<file path="src/design/bed_cell.sv">
`default_nettype none
// -----------------------------------------------------------------------------
// bed_cell: one column of the erosion window
// Holds one pixel column of the window, passes it to the next cell on each
// shift, and checks it against its slice of the disk.
// -----------------------------------------------------------------------------
module bed_cell #(
   parameter int ROWS        = 17,
   parameter int RADIUS_BITS = 4,
   parameter int POSITION    = 0
) (
   input  wire logic                   clock,
   input  wire logic                   shift_en,
   input  wire logic [RADIUS_BITS-1:0] radius,
   input  wire logic [ROWS-1:0]        column_in,
   output logic      [ROWS-1:0]        column_out,
   output logic                        hit
);

   localparam int OFF_BITS = $clog2(ROWS + 1);
   localparam int SQ_BITS  = 2 * OFF_BITS;
   localparam logic [OFF_BITS-1:0] SPOT = OFF_BITS'(POSITION);

   logic [ROWS-1:0] column_ff;
   logic [ROWS-1:0] mask_ff;
   logic [ROWS-1:0] mask_in;

   // disk slice for this column: (k-r)^2 + (j-r)^2 <= r^2
   always_comb begin
      logic [OFF_BITS-1:0] rad_ext;
      logic [OFF_BITS-1:0] col_off;
      logic [OFF_BITS-1:0] row_idx;
      logic [OFF_BITS-1:0] row_off;
      logic [SQ_BITS-1:0]  col_sq;
      logic [SQ_BITS-1:0]  row_sq;
      logic [SQ_BITS-1:0]  rad_sq;
      logic [SQ_BITS:0]    dist_sq;
      rad_ext = OFF_BITS'(radius);
      col_off = (SPOT >= rad_ext) ? SPOT - rad_ext : rad_ext - SPOT;
      col_sq  = col_off * col_off;
      rad_sq  = rad_ext * rad_ext;
      for (int j = 0; j < ROWS; j++) begin
         row_idx    = OFF_BITS'(j);
         row_off    = (row_idx >= rad_ext) ? row_idx - rad_ext : rad_ext - row_idx;
         row_sq     = row_off * row_off;
         dist_sq    = {1'b0, col_sq} + {1'b0, row_sq};
         mask_in[j] = (dist_sq <= {1'b0, rad_sq});
      end
   end

   always_ff @(posedge clock) begin
      mask_ff <= mask_in;
      if (shift_en) begin
         column_ff <= column_in;
      end
   end

   assign column_out = column_ff;
   assign hit        = &(column_ff | ~mask_ff);

endmodule
`default_nettype wire

</file>
<file path="config.mk">
export PLATFORM = sky130hd
export DESIGN_NAME = bed_cell
export DESIGN_NICKNAME = d
export VERILOG_FILES = /design/src/design/bed_cell.sv
export SDC_FILE = /design/constraint.sdc
export NUM_CORES = 1
export LEC_CHECK = 0
export ABC_AREA = 1
export ABC_CLOCK_PERIOD_IN_PS = 18100
export BUFFER_PORTS_ARGS = -buffer_cell sky130_fd_sc_hd__buf_2
export CAP_MARGIN = 20
export CORE_UTILIZATION = 40
export CTS_BUF_LIST = sky130_fd_sc_hd__clkbuf_4 sky130_fd_sc_hd__clkbuf_8 sky130_fd_sc_hd__clkbuf_16
export DETAILED_ROUTE_END_ITERATION = 7
export GPL_ROUTABILITY_DRIVEN = 0
export PLACE_DENSITY_LB_ADDON = 0.05
export SETUP_SLACK_MARGIN = 0.15
export SKIP_LAST_GASP = 1
export SYNTH_ARGS = -nofsm -noshare
export SYNTH_HDL_FRONTEND = slang
export SYNTH_SLANG_ARGS = --single-unit
</file>
<file path="constraint.sdc">
create_clock -name clock -period 18.1 [get_ports clock]
set_input_delay 1.81 -clock clock [delete_from_list [all_inputs] [get_ports clock]]
set_output_delay 1.81 -clock clock [all_outputs]
set_load 0.01 [all_outputs]
</file>
=== Word level (Yosys, flattened, before mapping) ===
Cells that the tools add are included.

* Register bits: 34

* $mul: 18
* Bitwise operators: 2
* Add/subtract/negate cells: 49
* Magnitude comparators: 33
* Muxes and demuxes: 16
* Reductions and logical operators: 1

{| class="wikitable"
|+ Operators with widths
! cell !! count
|-
| $add A10 B10 Y11 || 17
|-
| $le A11 B8 Y1 || 17
|-
| $mul A5 B5 Y10 || 17
|-
| $mux W5 || 16
|-
| $sub A4 B4 Y5 const A || 8
|-
| $sub A4 B4 Y5 const B || 7
|-
| $ge A4 B4 Y1 const A || 7
|-
| $sub A3 B4 Y5 const A || 4
|-
| $sub A4 B3 Y5 const B || 4
|-
| $not A17 Y17 || 1
|-
| $or A17 B17 Y17 || 1
|-
| $reduce_and A17 Y1 || 1
|-
| $ge A3 B4 Y1 const A || 4
|-
| $sub A1 B4 Y5 const A || 2
|-
| $sub A2 B4 Y5 const A || 2
|-
| $sub A4 B2 Y5 const B || 2
|-
| $ge A1 B4 Y1 const A || 2
|-
| $ge A2 B4 Y1 const A || 2
|-
| $mul A4 B4 Y8 || 1
|-
| $ge A5 B4 Y1 const A || 1
|-
| $sub A4 B1 Y5 const B || 1
|-
| $sub A4 B5 Y5 const B || 1
|-
| $sub A5 B4 Y5 const A || 1
|}

=== Longest topological paths before layout ===
* Word-level depth: 5
* Depth in mapped cells: 49
* Depth with buffers taken out: 45

=== Worst setup path after synthesis ===
No wires, ideal clock.

* Kind: input -> register
* Start point: input radius[1]
* End point: register mask_ff[10]
* Arrival time: 9.336 ns
* Setup slack: 8.651 ns
* Data required time: 17.987 ns
* Library setup time: 0.113 ns
* Cell stages on the path: 38
* Cell sequence: buf_4 > clkinv_1 > ha_1 > ha_1 > buf_2 > nand2_1 > nand2_1 > o21ai_1 > nand2_1 > fa_1 > fa_1 > fa_1 > inv_1 > ha_1 > xnor2_1 > inv_1 > fa_1 > fa_1 > [... 2 more ...] > ha_1 > a21o_1 > o21bai_2 > xor2_1 > ha_1 > nand2_1 > nor2_1 > nand2_1 > nand3_1 > nand2_1 > nand2_1 > nand2_1 > nand2_1 > inv_1 > nand2_1 > nor2_1 > nand2_1 > nor2_1

* Cells in the longest elaborated chain, start to end: 5

{| class="wikitable"
|+ RTL lines
! element !! RTL line !! text
|-
| from (decl) || 14 || <nowiki>input wire logic [RADIUS_BITS-1:0] radius,</nowiki>
|-
| $sub A1 B4 Y5 (tied with other cells) || 39 || <nowiki>col_off = (SPOT >= rad_ext) ? SPOT - rad_ext : rad_ext - SPOT;</nowiki>
|-
| $mux W5 (on tied branches) || 39, 44 ||
|-
| $mul A5 B5 Y10 (on tied branches) || 40, 45 ||
|-
| $add A10 B10 Y11 || 46 || <nowiki>dist_sq = {1'b0, col_sq} + {1'b0, row_sq};</nowiki>
|-
| $le A11 B8 Y1 * || 47 || <nowiki>mask_in[j] = (dist_sq <= {1'b0, rad_sq});</nowiki>
|-
| named net mask_in[10] || 26 || <nowiki>logic [ROWS-1:0] mask_in;</nowiki>
|-
| to (signal assigned) || 52 || <nowiki>mask_ff <= mask_in;</nowiki>
|-
| to (decl) || 25 || <nowiki>logic [ROWS-1:0] mask_ff;</nowiki>
|}

Mark *: on every way through the listed nets, which the timed path passes. The rest lies on a longest branch.
A chain may end at the register's enable or synchronous reset.

=== Final worst setup path ===
Ends and elaborated chain as after synthesis.

==> out/results.ini <==
[timing]
min_period_ns=10.72
rsz0062_at_grt=false
max_freq_mhz=93.3
finalCritPeriodShare=0.592
tns_ns=0
hold_ws_ns=1.65
hold_viol_final=0
worst_slew_pin_slew_ns=0.954
finalMaxSlewViolations=0
relSlewSlack=0.360
finalSetupViolCount=0

[route]
first_pass_iters=5
wl_um=46000
ant_nets=0
route.detailed.drc=0
drt_iter0_drc=697
drt-vias-per-instance=5.00
vias=13885
wl_per_cell_um=16.6

[global_route]
grt_max_degree=47
grt_pass1_vias=14010
grt_first_pass_wirelength_um=74800
overflow=0
grt.total_usage=0.235
antenna_found_initial=3

[clock_network]
cts_resized=0
path_clk_slew_ns=0.09
cts_sinks=34
htreeDepth=2
cts_setup_buffers=0
numCtsBuffers=5
cts-root-buf=clkbuf_16
clockBufferDepth=2
cts.hold.buffers_added=0
cts_tree=done

[floorplanning]
dieArea_um2=40600
die_y_um=202
ioPinCount=41
fp-row-count=72
initial_core_util=0.409
core_um2=39000
fp.dieW_um=202

[cells_and_area]
drive_gt1_frac=0.0523
final_cell_mix=nand2_1 (433), inv_1 (429), ha_1 (347)
nets=2770
layout_commonest_cell=nand2_1
syn_to_final_growth_pct=6.53

[synth]
yosysWarnings=0
ys_ff_latch=34
synthFlopType=edfxtp_1
netlist_area_um2=15900
ys_seq_area_frac=0.0534
avgSynthCellArea_um2=7.23
synth_top_family_by_area=adder cells
yosys.area_share.simple=0.223
synthXorXnorAreaFrac=0.0516
synth_compound_area_frac=0.103
synth-edff-count=17
async_flop_share=0
synth_cells=2205
synth.distinct_cells=49
synth_adder_area_share=0.455
muxShareOfSynthArea=0

[worst_setup_path]
crit_path_start_kind=input port
cp_top_family=adder cells
required_ns=18.30
slowest_stage=inv_1
critPathArrivalTime_ns=10.91
critPathBufInv=6
critPathMaxStageDelay_ns=0.65
path_common_cell=nand2_1
crit_fanout=22
crit_type=in2reg
crit_path_end_kind=flip-flop

[min_path]
hold_class=in2reg

[pwr]
seqPwrFrac=0.041
switching_power_uw=1690
peakVddDrop_v=0.0000581
total_power_uw=2960
p_clk_frac=0.035
power_leakage_uw=0.00959
comb_power_share=0.925
netSwitchingFraction=0.569
power_density_nw_per_um2=175
p_int_uw=1280

[place]
io_buffer_count=40
dp_hpwl_um=37100

[run]
maxCapViolCount=0

[run_status]
status=finished, final reports clean

[synthesized netlist by cell type, types with 11 or more instances]
cell type | instances | share of area
clkbuf_1 | 14 | 0.0033
o21a_1 | 11 | 0.0052
nor3_1 | 16 | 0.0050
xor2_1 | 65 | 0.036
o211ai_1 | 12 | 0.0057
ha_1 | 347 | 0.27
xnor2_1 | 22 | 0.012
o21bai_1 | 35 | 0.016
nor2_1 | 201 | 0.047
o21ai_0 | 54 | 0.017
fa_1 | 145 | 0.18
a21oi_1 | 104 | 0.033
nand2_1 | 433 | 0.10
o21ai_1 | 19 | 0.0060
dfxtp_1 | 17 | 0.021
nand4_1 | 34 | 0.013
edfxtp_1 | 17 | 0.032
inv_1 | 430 | 0.10
a31oi_1 | 16 | 0.0063
or2_2 | 13 | 0.0051
nand3_1 | 106 | 0.033
[area by class of cell]
type,instances,area (µm²)
diodes,1,2.50
clock buffers,6,133
clock inverters,2,8.76
fillers,4072,22000
inverters,441,1660
multi-input cells,1717,13400
flip-flops and latches,34,851
well taps,518,648
repair buffers,56,320
[cells by family (layout without fill, tap and decap cells)]
logic type,after synthesis,in the layout
DFF,34,34
other,2,21
AOI/OAI and AO/OA,279,279
xor gates and xnor gates,90,90
buffers and inverters,472,505
and+or+nand+nor,836,836
adders and majority gates,492,492
[power groups by stage]
stage	sequential, µW	clock (µW)	combinational [µW]
4_1_cts	121	105	2780
2_1_floorplan	114	0	2190
3_3_place_gp	124	0	2720
3_5_place_dp	123	0	2760
5_1_grt	123	107	3270
6_report	121	102	2740
[registers in the layout, indices dropped and copies added, names as in the netlist]
name / count
mask_ff: 17
column_out: 17
[routing by layer]
metal	wire length (µm)	part of all wire	vias to the layer above	GRT usage
met4	790	0.017	0	0.0468
met2	21400	0.46	210	0.407
met5	0	0	-	0
met3	1600	0.035	31	0.0232
li1	-	-	7134	-
met1	22300	0.48	6510	0.317
[per-stage QoR]
stage	utilization	instances	instance area (µm²)	worst slack [ns]
floorplan	-	2223	16000	8.65
global placement	0.432	2766	16800	7.35
detailed placement	0.432	2766	16800	7.12
CTS	0.435	2774	17000	7.44
global route	0.435	2774	17000	6.70
finish	0.435	2775	17000	7.38
[final timing paths]
kind | startpoint | endpoint | slack [ns] | cells past startpoint
max | radius[1] | mask_ff[10]$_DFF_P_ | 7.38 | 41
min | column_in[4] | column_out[4]$_DFFE_PP_ | 1.65 | 1
Power figures use the tool's default switching activity.
